**src/rtl/qfd_pkg.sv**
```systemverilog
// shared constants, types and status codes of the fixed-point divider
package qfd_pkg;

  localparam int DATA_W         = 32;
  localparam int FRAC_BITS      = 16;
  localparam int BITS_PER_STAGE = 2;
  // at least one leading zero above the 32-bit range so overflow is always visible
  localparam int NUM_STAGES     = (DATA_W + FRAC_BITS + BITS_PER_STAGE) / BITS_PER_STAGE;
  localparam int WORK_W         = NUM_STAGES * BITS_PER_STAGE;
  localparam int REM_W          = DATA_W + 1;
  localparam int STATUS_W       = 2;

  typedef enum logic [STATUS_W-1:0] {
    DIV_OK       = 2'd0,
    DIV_ZERO     = 2'd1,
    DIV_OVERFLOW = 2'd2
  } div_status_t;

  // one request in flight through the divide pipeline
  typedef struct packed {
    logic              valid;
    logic              dz;
    logic              neg;
    logic [DATA_W-1:0] dmag;
    logic [REM_W-1:0]  rem;
    logic [WORK_W-1:0] work;
  } div_t;

  typedef struct packed {
    logic              valid;
    logic [DATA_W-1:0] quotient;
    div_status_t       status;
  } res_t;

endpackage

```
**src/rtl/qfd_div_stage.sv**
```systemverilog
// one pipeline stage of restoring division, BITS_PER_STAGE (two) quotient bits per stage
module qfd_div_stage (
  input  logic          clk,
  input  logic          rst,
  input  logic          en,
  input  qfd_pkg::div_t d,
  output qfd_pkg::div_t q
);
  import qfd_pkg::*;

  logic [REM_W-1:0]  rem_next;
  logic [WORK_W-1:0] work_next;
  logic [REM_W-1:0]  trial;

  always_comb begin
    rem_next  = d.rem;
    work_next = d.work;
    trial     = '0;
    for (int i = 0; i < BITS_PER_STAGE; i++) begin
      // bring down the next dividend bit, shift quotient in from the bottom
      trial     = {rem_next[REM_W-2:0], work_next[WORK_W-1]};
      work_next = {work_next[WORK_W-2:0], 1'b0};
      if (trial >= {1'b0, d.dmag}) begin
        trial        = trial - {1'b0, d.dmag};
        work_next[0] = 1'b1;
      end
      rem_next = trial;
    end
  end

  always_ff @(posedge clk) begin
    if (rst) begin
      q.valid <= 1'b0;
    end else if (en) begin
      q.valid <= d.valid;
    end
  end

  always_ff @(posedge clk) begin
    if (en) begin
      q.dz   <= d.dz;
      q.neg  <= d.neg;
      q.dmag <= d.dmag;
      q.rem  <= rem_next;
      q.work <= work_next;
    end
  end

endmodule

```
**config.mk**
```make
export PLATFORM = sky130hd
export DESIGN_NAME = qfd_div_stage
export DESIGN_NICKNAME = d
export VERILOG_FILES = /design/src/rtl/qfd_pkg.sv /design/src/rtl/qfd_div_stage.sv
export SDC_FILE = /design/constraint.sdc
export NUM_CORES = 1
export LEC_CHECK = 0
export ABC_CLOCK_PERIOD_IN_PS = 12040
export BUFFER_PORTS_ARGS = -buffer_cell sky130_fd_sc_hd__buf_2
export CORE_ASPECT_RATIO = 1.5
export CORE_MARGIN = 5
export CORE_UTILIZATION = 57
export DETAILED_ROUTE_END_ITERATION = 10
export PLACE_DENSITY = 0.89
export SETUP_SLACK_MARGIN = 0.02
export SYNTH_ARGS = -nofsm -noshare
export SYNTH_HDL_FRONTEND = slang
export SYNTH_SLANG_ARGS = --single-unit
```
**constraint.sdc**
```tcl
create_clock -name clk -period 12.04 [get_ports clk]
set_input_delay 2.408 -clock clk [delete_from_list [all_inputs] [get_ports clk]]
set_output_delay 2.408 -clock clk [all_outputs]
set_load 0.05 [all_outputs]
```
Yosys cells after proc, flatten, opt, wreduce, memory -nomap -nowiden. Cells that the tools add are included.

Register bits after elaboration: 118. Input port bits: 121. Output and inout bits: 118. Word-level logic and storage cells: 14.

Add/sub/neg operators: 2. $lt $le $gt $ge: 2. Muxes and demuxes: 4.

Operators with widths (number): 33-bit by 32-bit greater-or-equal comparator with 1-bit output (2); 33-bit 2-to-1 mux (1); 33-bit by 32-bit subtractor with 33-bit output (1); 32-bit 2-to-1 mux (1); 32-bit subtractor (1); 1-bit 2-to-1 mux (2).

Longest topological paths before layout.
Word-level depth: 4. Depth in mapped cells: 26.

Worst setup path after synthesis. No wires, ideal clock.

Path type: input port to flip-flop. Start: in d[98] (netlist name). End: reg q[74] (netlist name) (data pin). Setup time: 0.260 ns. Arrival time: 7.197 ns. Required time: 11.780 ns. Setup slack: 4.584 ns. Stages: 25. Path through: inv_1 > ha_1 > buf_2 > nand2_1 > or3_1 > a31oi_4 > a31oi_2 > o211a_1 > buf_4 > inv_4 > buf_4 > buf_4 > nor2_1 > a21oi_1 > ha_1 > nor2b_1 > o211ai_1 > a21boi_1 > o311ai_2 > a31o_2 > a211oi_1 > or3b_1 > a211oi_4 > buf_6 > mux2_2.

Cells in the longest elaborated chain, start to end: 4. Elaborated cells between the ends (all ways): 6. Classes of those cells: add/sub: 2; order compare: 2; mux: 2.

RTL lines: start: declaration (line qfd_div_stage.sv:6) `input qfd_pkg::div_t d,`; 32-bit subtractor / 33-bit by 32-bit greater-or-equal comparator with 1-bit output (equally long branches) (line qfd_div_stage.sv:24, qfd_div_stage.sv:23); 32-bit 2-to-1 mux (line qfd_div_stage.sv:23) `if (trial >= {1'b0, d.dmag}) begin`; 33-bit by 32-bit subtractor with 33-bit output / 33-bit by 32-bit greater-or-equal comparator with 1-bit output (equally long branches) (line qfd_div_stage.sv:24, qfd_div_stage.sv:23); 33-bit 2-to-1 mux (*) (line qfd_div_stage.sv:23); via rem_next[24] (line qfd_div_stage.sv:11) `logic [REM_W-1:0] rem_next;`; end: declaration (line qfd_div_stage.sv:7) `output qfd_pkg::div_t q`.

Mark *: on every way through the listed nets, which the timed path passes. The rest lies on a longest branch. A chain may end at the register's enable or synchronous reset.

Final worst setup path.
Start: in d[89] (netlist name). End: reg q[71] (netlist name) (data pin).

Same word-level chain as after synthesis.

==> reports/metrics.yaml <==
status: "complete, no violations"
die_w_um: 106.1
finalSetupTns_ps: 0
place.detailed.hpwl_mm: 16.51
fin_crit_sh: 0.7396
dr.pass1.iters: 7
via_per_inst: 5.975
synth-main-ff-cell: "edfxtp_1"
crit_fanout: 48
cts_tree: "yes"
cts.clk_slew.worst_paths_ps: 60
setup_viol_count_final: 0
arrival_ps: 9070
finalCoreUtilization: 0.7234
async_flop_share: 0
clock.fmax_ghz: 0.1123
ff2ff_setup_slack_ps: 11450
grt_pass1_wl_mm: 34.54
antenna_found_initial: 2
numCtsBuffers: 17
min_to: "q[117]"
clk_root_buffer_cell: "clkbuf_16"
core_um2: 13530
worstPathRequired_ps: 12200
cts_sinks: 118
final_antenna_net_count: 0
rr_worst_depth: 2
synth_cell_types: 69
die_h_um: 154.1
ioPinCount: 239
grt_overflow: 0
max_cap_violations: 0
drt_iter0_markers: 445
regToRegStartpoint: "q[117]"
synth_top_family_by_area: "compound AO/OA/AOI/OAI gates"
synthCells: 721
drive_gt1_frac: 0.3368
finalHoldViolations: 0
wl_per_cell_um: 19.68
grt_pass1_vias: 6883
clock_skew_ps: 0
whs_path_depth: 2
rsz0062_at_grt: "false"
synth_top_cell_area_share: 0.4453
drc: 0
postCtsHoldBufs: 0
initial_core_util: 0.5830
synth_compound_area_frac: 0.1814
vias: 6794
wirelength_mm: 22.37
yosysWarningCount: 0
tightestPinTransition_ps: 959.8
cp-end-kind: "flop"
synth-simple-area-share: 0.1034
yosys-top-cells-area: "edfxtp_1 (45%), ha_1 (10%), mux2_2 (5.7%)"
h-tree-depth: 4
yosysSeqAreaShare: 0.4478
largest_register_ff_count: 118
muxShareOfSynthArea: 0.06629
dieArea_um2: 16340
hold_class: "reg2reg"
rows: 52
final_nets: 1148
clk_latency_ps: 410
power.leakage_nw: 4.378
post_cts_resized: 0
synthXorXnorAreaFrac: 0.05645
grt_max_degree: 72
port_buffers: 237
ir_worst_vdd_mv: 0.1305
top_regs: "q x118"
slew_headroom: 0.3581
period_minus_slack_ps: 8905
ys_seq_elements: 118
hp-start: "q[117]"
power.density_nw_per_um2: 194.0
synthAdderAreaFrac: 0.1066
avgSynthCellArea_um2: 10.94
clockBufferDepth: 2
synth_nets: 908
gp_congestion: 0.9010
synth_top_cell_by_area: "edfxtp_1"
area_growth_pct: 24.07
largest_register: "q"
grt.total_usage: 0.2675
cp-start-kind: "primary input"
maxSlewViolCount: 0
synth-edff-count: 117
postCtsSetupBuffers: 0
r2r_end: "q[117]"
path_class: "in2reg"
synth_area_um2: 7890
## stage by stage
| step | instances | worst slack, ps | cell area [um2] | power (mW) | hold WS (ps) |
|---|---|---|---|---|---|
| 3_3_place_gp | 1104 | 2841 | 9171 | 1.330 | 473.9 |
| 3_5_place_dp | 1104 | 2803 | 9171 | 1.345 | 505.0 |
| 5_1_grt | 1137 | 2814 | 9789 | 1.979 | 571.2 |
| 6_report | 1137 | 3135 | 9789 | 1.899 | 511.7 |
| 2_1_floorplan | 721 | 4584 | 7890 | 1.174 | 732.6 |
| 4_1_cts | 1136 | 3173 | 9787 | 1.895 | 519.9 |
## cell families (layout without fill, tap and decap cells)
logic type | count (synthesis) | in the layout
compound gates | 209 | 209
fa+ha+maj | 66 | 66
simple gates | 167 | 167
xor+xnor | 50 | 50
mux | 47 | 47
buf+inv | 64 | 317
flops | 118 | 118
other cells | 0 | 1
## cells in the mapped netlist, types with 6 or more instances
master    instances
and3_1           12
xnor2_1          34
nand3_1          19
edfxtp_1        117
a31oi_1          11
nand2_1          41
a211oi_1          7
a21o_1           29
nand2b_1         11
nor3_1            7
inv_1            45
nand4_1           6
nor2b_1           8
o211ai_1          9
o21ai_0          33
mux2_2           40
a21oi_1          64
clkbuf_1          7
o21a_1            9
nor2_1           43
ha_1             64
xor2_1           15
## worst max-delay path by stage
stage           from  endpoint  slack [ps]
3_5_place_dp   d[89]     q[71]        2800
3_3_place_gp   d[89]     q[71]        2840
2_1_floorplan  d[98]     q[74]        4580
6_report       d[89]     q[71]        3140
4_1_cts        d[89]     q[78]        3170
5_1_grt        d[90]     q[78]        2810
## power breakdown
group,total (mW),switching (mW),internal [mW]
sequential,0.552,0.0150,0.537
combinational,0.808,0.535,0.274
clock,0.539,0.207,0.332
## cells in the final DEF, fill, tap and decap left out, types with 33 or more instances in the layout
cell type and count:
buf_2 236, edfxtp_1 117, a21oi_1 64, ha_1 64, inv_1 45, nor2_1 43, nand2_1 41, mux2_2 40
xnor2_1 34, o21ai_0 33
## per-layer routing
layer	wire, um	share of wire	up-vias	GRT usage
met1	7688	0.34	3133	0.2654
met5	13	0.00058	-	0
met2	12240	0.55	362	0.5149
li1	-	-	3219	-
met3	1521	0.068	78	0.06040
met4	908	0.041	2	0.1278
## worst max-delay path: stages
cell and delay, ps:
buf_2 90, inv_1 60, ha_1 340, a21oi_1 80, o21ai_0 360, nand3_1 210, a31oi_4 260, a31oi_2 190
o211a_1 440, inv_4 500, mux2_2 420, ha_1 370, a21o_1 220, a311oi_1 340, o21ai_0 160, nand2b_1 170
a31o_2 260, a211oi_1 110, or3b_1 440, a211oi_4 770, buf_4 430, mux2_2 400
## final cells by class
type / instances / area [um2]
fill: 983 / 3744
antenna: 1 / 2.502
multi-input combinational: 539 / 4056
tap: 162 / 202.7
inverter: 46 / 175.2
clock inverter: 14 / 186.4
clock buffer: 18 / 429.2
sequential: 118 / 3533
timing repair buffer: 239 / 1204
(Power assumes the default switching activity.)
