===== src/rtl/qfd_pkg.sv =====
// shared constants, types and status codes of the fixed-point divider
package qfd_pkg;

  localparam int DATA_W         = 32;
  localparam int FRAC_BITS      = 16;
  localparam int BITS_PER_STAGE = 2;
  // at least one leading zero above the 32-bit range so overflow is always visible
  localparam int NUM_STAGES     = (DATA_W + FRAC_BITS + BITS_PER_STAGE) / BITS_PER_STAGE;
  localparam int WORK_W         = NUM_STAGES * BITS_PER_STAGE;
  localparam int REM_W          = DATA_W + 1;
  localparam int STATUS_W       = 2;

  typedef enum logic [STATUS_W-1:0] {
    DIV_OK       = 2'd0,
    DIV_ZERO     = 2'd1,
    DIV_OVERFLOW = 2'd2
  } div_status_t;

  // one request in flight through the divide pipeline
  typedef struct packed {
    logic              valid;
    logic              dz;
    logic              neg;
    logic [DATA_W-1:0] dmag;
    logic [REM_W-1:0]  rem;
    logic [WORK_W-1:0] work;
  } div_t;

  typedef struct packed {
    logic              valid;
    logic [DATA_W-1:0] quotient;
    div_status_t       status;
  } res_t;

endpackage


===== src/rtl/qfd_front.sv =====
// input stage: operand magnitudes, sign and zero-divisor detection
module qfd_front (
  input  logic                       clk,
  input  logic                       rst,
  input  logic                       en,
  input  logic                       valid,
  input  logic [qfd_pkg::DATA_W-1:0] dividend,
  input  logic [qfd_pkg::DATA_W-1:0] divisor,
  output qfd_pkg::div_t              q
);
  import qfd_pkg::*;

  logic [DATA_W-1:0] nmag;
  logic [DATA_W-1:0] dmag;

  // unsigned magnitude, the most negative value maps to 2^31
  assign nmag = dividend[DATA_W-1] ? (~dividend + DATA_W'(1)) : dividend;
  assign dmag = divisor[DATA_W-1]  ? (~divisor + DATA_W'(1))  : divisor;

  always_ff @(posedge clk) begin
    if (rst) begin
      q.valid <= 1'b0;
    end else if (en) begin
      q.valid <= valid;
    end
  end

  always_ff @(posedge clk) begin
    if (en) begin
      q.dz   <= (divisor == '0);
      q.neg  <= dividend[DATA_W-1] ^ divisor[DATA_W-1];
      q.dmag <= dmag;
      q.rem  <= '0;
      q.work <= WORK_W'(nmag) << FRAC_BITS;
    end
  end

endmodule


===== config.mk =====
export PLATFORM = sky130hd
export DESIGN_NAME = qfd_front
export DESIGN_NICKNAME = d
export VERILOG_FILES = /design/src/rtl/qfd_pkg.sv /design/src/rtl/qfd_front.sv
export SDC_FILE = /design/constraint.sdc
export NUM_CORES = 1
export LEC_CHECK = 0
export BUFFER_PORTS_ARGS = -buffer_cell sky130_fd_sc_hd__buf_2
export CAP_MARGIN = 10
export CORE_MARGIN = 4
export CORE_UTILIZATION = 30
export CTS_BUF_LIST = sky130_fd_sc_hd__clkbuf_16
export DETAILED_ROUTE_END_ITERATION = 8
export GPL_ROUTABILITY_DRIVEN = 0
export SETUP_SLACK_MARGIN = 0.1
export SYNTH_ARGS = -nofsm -noshare
export SYNTH_HDL_FRONTEND = slang
export SYNTH_SLANG_ARGS = --single-unit
export TNS_END_PERCENT = 100

===== constraint.sdc =====
create_clock -name clk -period 5.95 [get_ports clk]
set_input_delay 0.595 -clock clk [delete_from_list [all_inputs] [get_ports clk]]
set_output_delay 0.595 -clock clk [all_outputs]
set_load 0.03 [all_outputs]

=== After elaboration in Yosys (flattened, before gate mapping) ===
Cells that the tools add are included.

* Add/subtract/negate cells: 2
* Multiplexer cells: 2
* Bitwise logic cells: 3
* Reductions and logical operators: 1

{| class="wikitable"
|+ Operators with widths
! kind !! number
|-
| 32-bit by 1-bit adder with 32-bit output (second input constant) || 2
|-
| 32-bit NOT || 2
|-
| 31-bit 2-to-1 mux || 2
|-
| 32-bit logical NOT || 1
|-
| 1-bit XOR || 1
|}

* Flip-flop bits (word level): 67
* Input bits: 68
* Output and inout bits: 118
* Word-level logic and storage cells: 15

=== Depth between registers and ports, before layout ===
* Word-level depth: 3
* Gate-level depth with buffers: 7

=== Worst setup path after synthesis ===
OpenSTA, ideal clock, no wires.

* Path type: input -> register
* Start: input port divisor[5] (netlist bit)
* End: register q[96] (netlist bit) (data pin)
* Arrival time: 2139 ps
* Slack: 3553 ps
* Stages on the path: 5
* Path through: or4_4 or3_1 or3_4 o31ai_4 xnor2_1

* Longest elaborated chain between the ends: 3

{| class="wikitable"
|+ Ends and longest elaborated chain
! what !! RTL line !! RTL
|-
| start, declared || qfd_front.sv:8 || <nowiki>input logic [qfd_pkg::DATA_W-1:0] divisor,</nowiki>
|-
| 32-bit NOT || qfd_front.sv:18 || <nowiki>assign dmag = divisor[DATA_W-1] ? (~divisor + DATA_W'(1)) : divisor;</nowiki>
|-
| 32-bit by 1-bit adder with 32-bit output || qfd_front.sv:18 ||
|-
| 31-bit 2-to-1 mux || qfd_front.sv:18 ||
|-
| via dmag[13] || qfd_front.sv:14 || <nowiki>logic [DATA_W-1:0] dmag;</nowiki>
|-
| end, declared || qfd_front.sv:9 || <nowiki>output qfd_pkg::div_t q</nowiki>
|}

The timed path passes the listed nets, and every way through them passes these cells.
A chain may end at the register's enable or synchronous reset.

=== Final worst setup path ===
* Start: input port divisor[5] (netlist bit)
* End: register q[108] (netlist bit) (data pin)

Same word-level chain as after synthesis.

==> metrics.md <==
| Metric | Value |
|---|---|
| Post-route insts no fill | `between 600 and 700` |
| Row count | `40` |
| Post-synth top area share | `0.5205` |
| Longest Clk Path Bufs | `2` |
| Setup Fix Bufs, Post-CTS | `0` |
| Maximum fanout along the worst path | `7` |
| Starting Density | `0.3118` |
| Area delta synth->final | `24.02%` |
| Post-CTS resize count | `0` |
| Total power | `~1.4 mW` |
| Post-synthesis cell count | `317` |
| Finished Cell Area | `between 4000 and 5000 sq um` |
| Die Y | `approximately 120 microns` |
| CTS tree | `done` |
| Hold_sp | `rst` |
| Worst path cell trace | `buf_2 > or4_4 > nor4b_4 > nand4_1 > o21ai_0 > xnor2_1` |
| Initial antenna violation count | `0` |
| GRT Overall Usage | `0.1281` |
| DRC errors left | `0` |
| Area of the multi-input gates | `1558 sq um` |
| Status | `completed` |
| R2r startpoint | `q[117]$_SDFFE_PP0P_` |
| Peak supply drop | `~0.00015 V` |
| Worst slew pin tran | `around 0.89 ns` |
| Commonest non-fill, non-tap cell in the layout | `buf_2` |
| Post-place setup slack | `3.240 ns` |
| Final worst path period share | `0.3941` |
| Filler cells | `1257` |
| WP data arrival | `roughly 2.4 ns` |
| Final setup vio count | `0` |
| Leakage power | `around 1.9 nW` |
| Largest net degree at the start of global routing | `between 60 and 70` |
| Clk slew on worst S/H paths | `approximately 0.05 ns` |
| FF+latch area | `2002 sq um` |
| CTS Hold Bufs | `0` |
| IO buf count | `134` |
| Worst r2r path cells | `2` |
| Hold path cells | `2` |
| Clk sinks | `67` |
| Total Wirelength | `9323 microns` |
| Slew headroom | `0.4097` |
| Nets | `roughly 530` |
| Cell area power density | `between 200 and 300 nW/um^2` |
| Hold Path Class | `in2reg` |
| Seq/Total Area, Yosys | `0.5258` |
| Final hold violation count | `0` |
| WP data required | `slightly above 6 ns` |
| Synth cell types | `34` |
| Area of the die | `approximately 15000 sq um` |
| Startpoint Class | `primary input` |
| Reg2reg end | `q[117]$_SDFFE_PP0P_` |
| Max_cap viols | `0` |
| Worst Setup End Kind | `register` |
| Hold Slack | `between 0.4 and 0.5 ns` |
| Most frequent cells in the layout | `buf_2 (134), edfxtp_1 (66), xnor2_1 (57), conb_1 (51), nand2_1 (22)` |
| TritonCTS buffer count | `9` |
| Die Span X | `roughly 120 microns` |
| Cell Area, Placed | `4471 sq um` |
| Vias/cell | `4.443` |
| Antenna Nets Post-Route | `0` |
| Setup ws final | `3.605 ns` |
| Seq cells post-synth | `67` |
| Num ports | `around 190` |
| Largest Register | `q` |
| YS warnings | `0` |
| Critical path type | `in2reg` |
| Placed cell count | `roughly 610` |
| Worst hold path endpoint | `q[117]$_SDFFE_PP0P_` |
| N_diodes | `0` |
| Vias in the first global route | `about 2800` |
| Worst clock skew | `0 ns` |
| CP startpoint | `divisor[5]` |
| Synth Cell Area | `about 3800 sq um` |
| Crit path time final | `approximately 2.3 ns` |
| Top Registers | `q (67)` |
| Max incr delay on CP | `around 0.57 ns` |
| DRT Pass-1 Iters | `4` |
| Vias post-DR | `~2800` |
| Average size of a mapped cell | `~12 sq um` |
| Max reg flops | `between 60 and 70` |
| First-pass GRT wire length | `14590 microns` |
| RSZ-0062 raised after global routing | `no` |
| Fraction of layout cells with a size suffix above 1 | `0.3464` |
| Hpwl dp | `between 7000 and 8000 microns` |
| Finished Core Util | `0.3867` |
| CTS Root Cell | `clkbuf_16` |
| Final Slew Violations | `0` |
| Grt total ovfl | `0` |
| Top post-synthesis cells by area | `edfxtp_1 (52%), xnor2_1 (13%), buf_4 (10%)` |
| H-Tree Level Count | `3` |
| FMAX | `~0.43 GHz` |
| Core Area | `between 10000 and 15000 sq um` |
| Clock latency on the worst-skew pair | `0.33 ns` |
| Area leader, netlist | `edfxtp_1` |
| R2r setup slk | `about 5.4 ns` |
| Slowest cell on crit path | `or4_4` |
| TNS Setup | `0 ns` |
| DRT iter0 DRCs | `roughly 170` |
| Per-cell routed wire length | `about 15 microns` |
[power breakdown]
part	leakage, nW	switching (mW)	internal, mW	total, mW
clock network	0.135	0.189	0.272	0.461
logic	1.08	0.225	0.0848	0.309
registers	0.653	0.0129	0.578	0.591
[worst max path at each step]
stage / endpoint / slack [ns] / cells after the start
detailed placement: q[110]$_DFFE_PP_ / 3.24 / 6
global route: q[108]$_DFFE_PP_ / 3.45 / 6
floorplan: q[96]$_DFFE_PP_ / 3.55 / 5
finish: q[108]$_DFFE_PP_ / 3.61 / 6
global placement: q[110]$_DFFE_PP_ / 3.28 / 6
CTS: q[108]$_DFFE_PP_ / 3.59 / 6
[synthesized netlist by cell type]
cell	n
or3_1	7
nor4_1	2
clkbuf_1	6
o41ai_2	3
or3_4	1
a21boi_0	1
nor4b_1	2
o31ai_2	1
nor4b_4	1
xnor2_1	57
or4_4	1
o31ai_1	12
nor3_1	5
mux2i_1	1
nand3_1	5
or4_1	8
xor2_1	2
and2_1	1
or2_2	2
nor2_1	8
ha_1	4
o21ai_0	18
nand3_2	1
dfxtp_1	1
nand2b_1	5
o31ai_4	1
buf_4	52
o41ai_1	10
edfxtp_1	66
nand2_1	22
nor3_2	1
conb_1	1
nand4_1	3
inv_1	6
[area by class of cell]
| type | count | area share |
|---|---|---|
| repair buffers | 135 | 0.1436 |
| well taps | 168 | 0.04452 |
| inverters | 6 | 0.004769 |
| flip-flops and latches | 67 | 0.4240 |
| clock buffers | 9 | 0.04769 |
| clock inverters | 6 | 0.005564 |
| multi-input cells | 236 | 0.3299 |
[critical path, delay by kind of cell]
family,cells,cell delay [ns]
buffers and inverters,1,0.11
AOI/OAI and AO/OA,1,0.34
and+or+nand+nor,3,1.28
xor gates and xnor gates,1,0.09
[routing by layer]
metal,track usage,vias to the layer above,part of all wire
met2,0.2061,161,0.46
met1,0.1483,1282,0.41
li1,-,1332,-
met3,0.06876,11,0.12
met5,0,-,0
met4,0.03612,0,0.011
[kinds of logic (layout without fill, tap and decap cells)]
family | count (synthesis) | in the layout | share of synthesized area
and+or+nand+nor | 75 | 75 | 0.1134
buffers and inverters | 64 | 156 | 0.1144
AOI/OAI and AO/OA | 46 | 46 | 0.09399
DFF | 67 | 67 | 0.5258
xor gates and xnor gates | 59 | 59 | 0.1357
adders and majority gates | 4 | 4 | 0.01315
muxes | 1 | 1 | 0.002629
other | 1 | 51 | 0.0009849
Note: power is estimated with default switching activity, not from simulation.
