### config.mk
export PLATFORM = sky130hd
export DESIGN_NAME = qfd_back
export DESIGN_NICKNAME = d
export VERILOG_FILES = /design/src/rtl/qfd_pkg.sv /design/src/rtl/qfd_back.sv
export SDC_FILE = /design/constraint.sdc
export NUM_CORES = 1
export LEC_CHECK = 0
export BUFFER_PORTS_ARGS = -buffer_cell sky130_fd_sc_hd__buf_4
export CAP_MARGIN = 0
export CORE_UTILIZATION = 45
export CTS_CLUSTER_SIZE = 30
export DETAILED_ROUTE_END_ITERATION = 6
export PLACE_DENSITY_LB_ADDON = 0.08
export SYNTH_ARGS = -nofsm -noshare
export SYNTH_HDL_FRONTEND = slang
export SYNTH_SLANG_ARGS = --single-unit
### constraint.sdc
create_clock -name clk -period 3.1 [get_ports clk]
set_input_delay 0.31 -clock clk [delete_from_list [all_inputs] [get_ports clk]]
set_output_delay 0.31 -clock clk [all_outputs]
set_load 0.03 [all_outputs]
### src/rtl/qfd_pkg.sv
// shared constants, types and status codes of the fixed-point divider
package qfd_pkg;

  localparam int DATA_W         = 32;
  localparam int FRAC_BITS      = 16;
  localparam int BITS_PER_STAGE = 2;
  // at least one leading zero above the 32-bit range so overflow is always visible
  localparam int NUM_STAGES     = (DATA_W + FRAC_BITS + BITS_PER_STAGE) / BITS_PER_STAGE;
  localparam int WORK_W         = NUM_STAGES * BITS_PER_STAGE;
  localparam int REM_W          = DATA_W + 1;
  localparam int STATUS_W       = 2;

  typedef enum logic [STATUS_W-1:0] {
    DIV_OK       = 2'd0,
    DIV_ZERO     = 2'd1,
    DIV_OVERFLOW = 2'd2
  } div_status_t;

  // one request in flight through the divide pipeline
  typedef struct packed {
    logic              valid;
    logic              dz;
    logic              neg;
    logic [DATA_W-1:0] dmag;
    logic [REM_W-1:0]  rem;
    logic [WORK_W-1:0] work;
  } div_t;

  typedef struct packed {
    logic              valid;
    logic [DATA_W-1:0] quotient;
    div_status_t       status;
  } res_t;

endpackage

### src/rtl/qfd_back.sv
// output stage: sign fix-up, range check and status
module qfd_back (
  input  logic          clk,
  input  logic          rst,
  input  logic          en,
  input  qfd_pkg::div_t d,
  output qfd_pkg::res_t q
);
  import qfd_pkg::*;

  logic              qzero;
  logic              qneg;
  logic              hi_set;
  logic [DATA_W-1:0] low;
  logic              ovf;
  logic [DATA_W-1:0] quotient_next;
  div_status_t       status_next;

  assign qzero  = (d.work == '0);
  assign qneg   = d.neg & ~qzero;
  assign hi_set = |d.work[WORK_W-1:DATA_W];
  assign low    = d.work[DATA_W-1:0];
  // negative results may reach 2^31, positive ones stop one short
  assign ovf    = hi_set | (qneg ? (low > {1'b1, {(DATA_W-1){1'b0}}}) : low[DATA_W-1]);

  always_comb begin
    if (d.dz) begin
      status_next   = DIV_ZERO;
      quotient_next = '0;
    end else if (ovf) begin
      status_next   = DIV_OVERFLOW;
      quotient_next = '0;
    end else begin
      status_next   = DIV_OK;
      quotient_next = qneg ? (~low + DATA_W'(1)) : low;
    end
  end

  always_ff @(posedge clk) begin
    if (rst) begin
      q.valid <= 1'b0;
    end else if (en) begin
      q.valid <= d.valid;
    end
  end

  always_ff @(posedge clk) begin
    if (en) begin
      q.quotient <= quotient_next;
      q.status   <= status_next;
    end
  end

endmodule

Word-level counts from Yosys, hierarchy flattened. Cells that the tools add are included.

Multiplexer cells: 3. Reduce and logical (&&, ||, !) cells: 3. Bitwise logic cells: 4. Magnitude comparators: 1. Add/subtract/negate cells: 1.

Operators by type and width (number): $logic_not 50->1 (1); $add 32x1->32 const B (1); $gt 32x32->1 const B (1); $mux 32 (1); $not 32->32 (1); $reduce_or 18->1 (1); $mux 2 (1); $reduce_or 2->1 (1); $and 1x1->1 (1); $mux 1 (1); $not 1->1 (1); $or 1x1->1 (1).

Register bits after elaboration: 35. Input bits: 121. Logic and storage cells: 15.

Logic depth before layout (Yosys ltp).
Depth in word-level cells: 6. Mapped depth: 8. Gate-level depth less buffers: 7.

Worst setup path before layout. OpenSTA, ideal clock, no wires.

Path kind: input port to flip-flop. Start: input d[0] (netlist bit). End: register q[27] (netlist bit) (data pin). Data arrival time: 1.811 ns. Path slack: 1.028 ns. Stages: 8. Data required time: 2.839 ns. Path through: inv_1 ha_1 nor3b_2 nand3_2 nor4_2 buf_2 or3_1 a21oi_2.

Cells in the longest elaborated chain, start to end: 6. Elaborated cells between the ends (all ways): 10.

RTL lines: start: declaration (line qfd_back.sv:6) `input qfd_pkg::div_t d,`; branches (longest 6 deep; another with $gt 32x32->1); end: declaration (line qfd_back.sv:7) `output qfd_pkg::res_t q`.

Parallel ways; which one is timed is not known. A chain may end at the register's enable or synchronous reset.

Worst setup path in the final report.
Start: input d[19] (netlist bit). End: register q[20] (netlist bit) (data pin).

The elaborated chain is that of the path after synthesis.

==> flow_metrics.env <==
export IMPL_ant_nets=0
export IMPL_slew_headroom_pct=62.3
export IMPL_arrival_ns=2.25
export IMPL_max_stage_delay_ns=0.54
export IMPL_die_y_um=72.3
export IMPL_largest_reg_flops=35
export IMPL_p_leak_uw=0.00118
export IMPL_drt_initial_drc_count=80
export IMPL_vias=2008
export IMPL_holdBufCountCts=0
export IMPL_die_area_mm2=0.00522
export IMPL_drive_gt1_share_pct=42.6
export IMPL_power_uw=1130
export IMPL_grt_pass1_vias=1816
export IMPL_n_antenna_cell=0
export IMPL_cts_sinks=35
export IMPL_regToRegEndpoint="q[34]"
export IMPL_fin_setup_tns_ns=0
export IMPL_status="finished, final reports clean"
export IMPL_grt_setup_unrepaired="no"
export IMPL_final_common_cell="buf_4"
export IMPL_ios=156
export IMPL_drv_cap=0
export IMPL_max_vdd_ir_drop_mv=0.207
export IMPL_grt_max_degree=36
export IMPL_placement_cell_area_mm2=0.00296
export IMPL_nNetsFinal=426
export IMPL_critPathKind="in2reg"
export IMPL_regMostFlops="q"
export IMPL_final_cell_mix="96 x buf_4, 34 x edfxtp_1, 25 x nor2_1, 16 x or3_1, 15 x a21oi_2"
export IMPL_fp_coreArea_mm2=0.00472
export IMPL_clk_pin_slew_ns=0.07
export IMPL_finalWirelength_mm=5.00
export IMPL_synth_top_area_share_pct=46.0
export IMPL_min_period_ns=2.12
export IMPL_crit_path_start_kind="primary input"
export IMPL_critPathRequiredTime_ns=3.23
export IMPL_synth_top_family_by_area="simple AND/OR/NAND/NOR gates"
export IMPL_cts_root_buf="clkbuf_8"
export IMPL_cts_resized=0
export IMPL_fp_dieW_um=72.3
export IMPL_wire_per_inst_um=13.5
export IMPL_io_buffers=90
export IMPL_gp_congestion=0.775
export IMPL_syn_inst=212
export IMPL_hold_path_startpoint="rst"
export IMPL_synth_cell_types=42
export IMPL_clk_latency_ns=0.28
export IMPL_synth_warnings=0
export IMPL_cp_end_kind="register"
export IMPL_path_cells="buf_4 -> or4_4 -> nand4b_4 -> o31ai_4 -> nand2_2 -> buf_4 -> nor2_1"
export IMPL_syn_area_per_cell_um2=10.5
export IMPL_initial_core_util_pct=47.0
export IMPL_powerDensity_mw_per_mm2=371
export IMPL_setup_viol=0
export IMPL_synthTopCellsByArea="edfxtp_1 46%, a21oi_2 5.9%, or3_1 4.5%"
export IMPL_fmax_ghz=0.472
export IMPL_design_area_mm2=0.00305
export IMPL_crit_family="simple AND/OR/NAND/NOR gates"
export IMPL_drcViolationCount=0
export IMPL_hold_violations=0
export IMPL_reg2reg_setup_slack_ns=2.52
export IMPL_cts_made_buffers=5
export IMPL_area_growth_pct=37.4
export IMPL_rows=25
export IMPL_worstRegToRegCells=2
export IMPL_grt_pass1_wl_mm=8.16
export IMPL_via_per_inst=5.40
export IMPL_syn_nets=334
export IMPL_tritoncts="done"
export IMPL_synthSimpleGateAreaFrac_pct=23.8
export IMPL_yosys_area_share_adder_pct=0.563
export IMPL_fin_crit_sh_pct=68.4
export IMPL_syn_area_mm2=0.00222
export IMPL_tightest_slew_ns=0.561
export IMPL_worstPathBufferInverterCount=2
export IMPL_yosys_mux_area_fraction_pct=0.451
export IMPL_cts_buffer_depth=2
export IMPL_skew_ns=0
export IMPL_top_regs="q (35)"
export IMPL_synth_seq_cells=35
export IMPL_synthXorXnorAreaFrac_pct=5.52
export IMPL_hold_ws_ns=0.175
export IMPL_yosys_area_top_type="edfxtp_1"
export IMPL_post_cts_buffers=0
export IMPL_yosysSeqAreaShare_pct=46.9
export IMPL_crit_fanout=13
export IMPL_synth_compound_area_share_pct=18.4
export IMPL_antenna_found_initial=0
export IMPL_dp_hpwl_mm=3.77
export IMPL_crit_slowest_cell="or4_4"
export IMPL_r2r_start="q[34]"
export IMPL_overflow=0
export IMPL_hold_class="in2reg"
export IMPL_grt_usage_pct=20.2
export IMPL_firstDrtPassIters=4
export IMPL_slew_viol_final=0
export IMPL_hold_depth=2
export IMPL_min_to="q[34]"
export IMPL_h_tree_depth=2
export IMPL_cp_common_cell="buf_4"
[how the worst max path moves through the flow]
stage                     slack [ns]  endpoint  cells after the start  startpoint
after floorplan                 1.03     q[27]                      8        d[0]
after global routing            0.81     q[25]                      6        d[2]
after detailed placement        0.70      q[6]                      7       d[19]
final                           0.98     q[20]                      7       d[19]
after CTS                        1.0      q[6]                      7       d[19]
after global placement          0.71     q[20]                      7       d[19]
[cell families (layout without fill, tap and decap cells)]
family / after synthesis / in the layout
buf+inv: 17 / 110
flops: 35 / 35
simple gates: 88 / 88
fa+ha+maj: 1 / 1
xor+xnor: 14 / 14
mux: 1 / 1
compound gates: 56 / 56
[cell usage after synthesis]
| library cell | number |
|---|---|
| a21oi_1 | 3 |
| a21oi_2 | 15 |
| a41oi_1 | 1 |
| and4_1 | 1 |
| buf_1 | 2 |
| buf_2 | 3 |
| buf_6 | 4 |
| clkbuf_1 | 2 |
| dfxtp_1 | 1 |
| edfxtp_1 | 34 |
| ha_1 | 1 |
| inv_1 | 6 |
| mux2i_1 | 1 |
| nand2_1 | 9 |
| nand2_2 | 1 |
| nand2b_1 | 1 |
| nand3_1 | 2 |
| nand3_2 | 1 |
| nand3b_1 | 2 |
| nand4_1 | 4 |
| nand4b_1 | 1 |
| nand4b_4 | 1 |
| nor2_1 | 25 |
| nor3_1 | 7 |
| nor3_2 | 1 |
| nor3b_2 | 1 |
| nor4_1 | 8 |
| nor4_2 | 2 |
| nor4_4 | 1 |
| o21ai_0 | 12 |
| o21ai_1 | 9 |
| o311a_1 | 1 |
| o31ai_1 | 10 |
| o31ai_4 | 1 |
| o41ai_1 | 3 |
| o41ai_2 | 1 |
| or2_2 | 1 |
| or3_1 | 16 |
| or4_1 | 2 |
| or4_4 | 1 |
| xnor2_1 | 3 |
| xor2_1 | 11 |
[layer usage]
layer / up-vias / track usage (%) / routed length, um
li1: 1001 / - / -
met1: 904 / 26.3 / 2200
met2: 94 / 32.9 / 2360
met3: 9 / 5.69 / 382
met4: 0 / 6.10 / 66
met5: - / 0 / 0
[cell type report]
class / instances / area [um^2]
clock inverters: 1 / 5.00
multi-input cells: 160 / 1090
clock buffers: 7 / 86.3
repair buffers: 96 / 721
well taps: 67 / 83.8
fillers: 383 / 1670
flip-flops and latches: 35 / 1040
inverters: 6 / 22.5
[metrics by stage]
stage | cells | setup slack (ns) | utilization [%]
floorplan | 212 | 1.03 | -
global placement | 364 | 0.713 | 62.6
detailed placement | 364 | 0.699 | 62.6
CTS | 372 | 0.999 | 64.6
global route | 372 | 0.810 | 64.6
finish | 372 | 0.980 | 64.6
[power breakdown]
| part | leakage [uW] | total, uW | switching [uW] | internal, uW |
|---|---|---|---|---|
| sequential | 0.000331 | 548 | 6.74 | 542 |
| combinational | 0.000797 | 246 | 138 | 108 |
| clock | 0.0000482 | 338 | 159 | 179 |
Note: power is estimated with default switching activity, not from simulation.
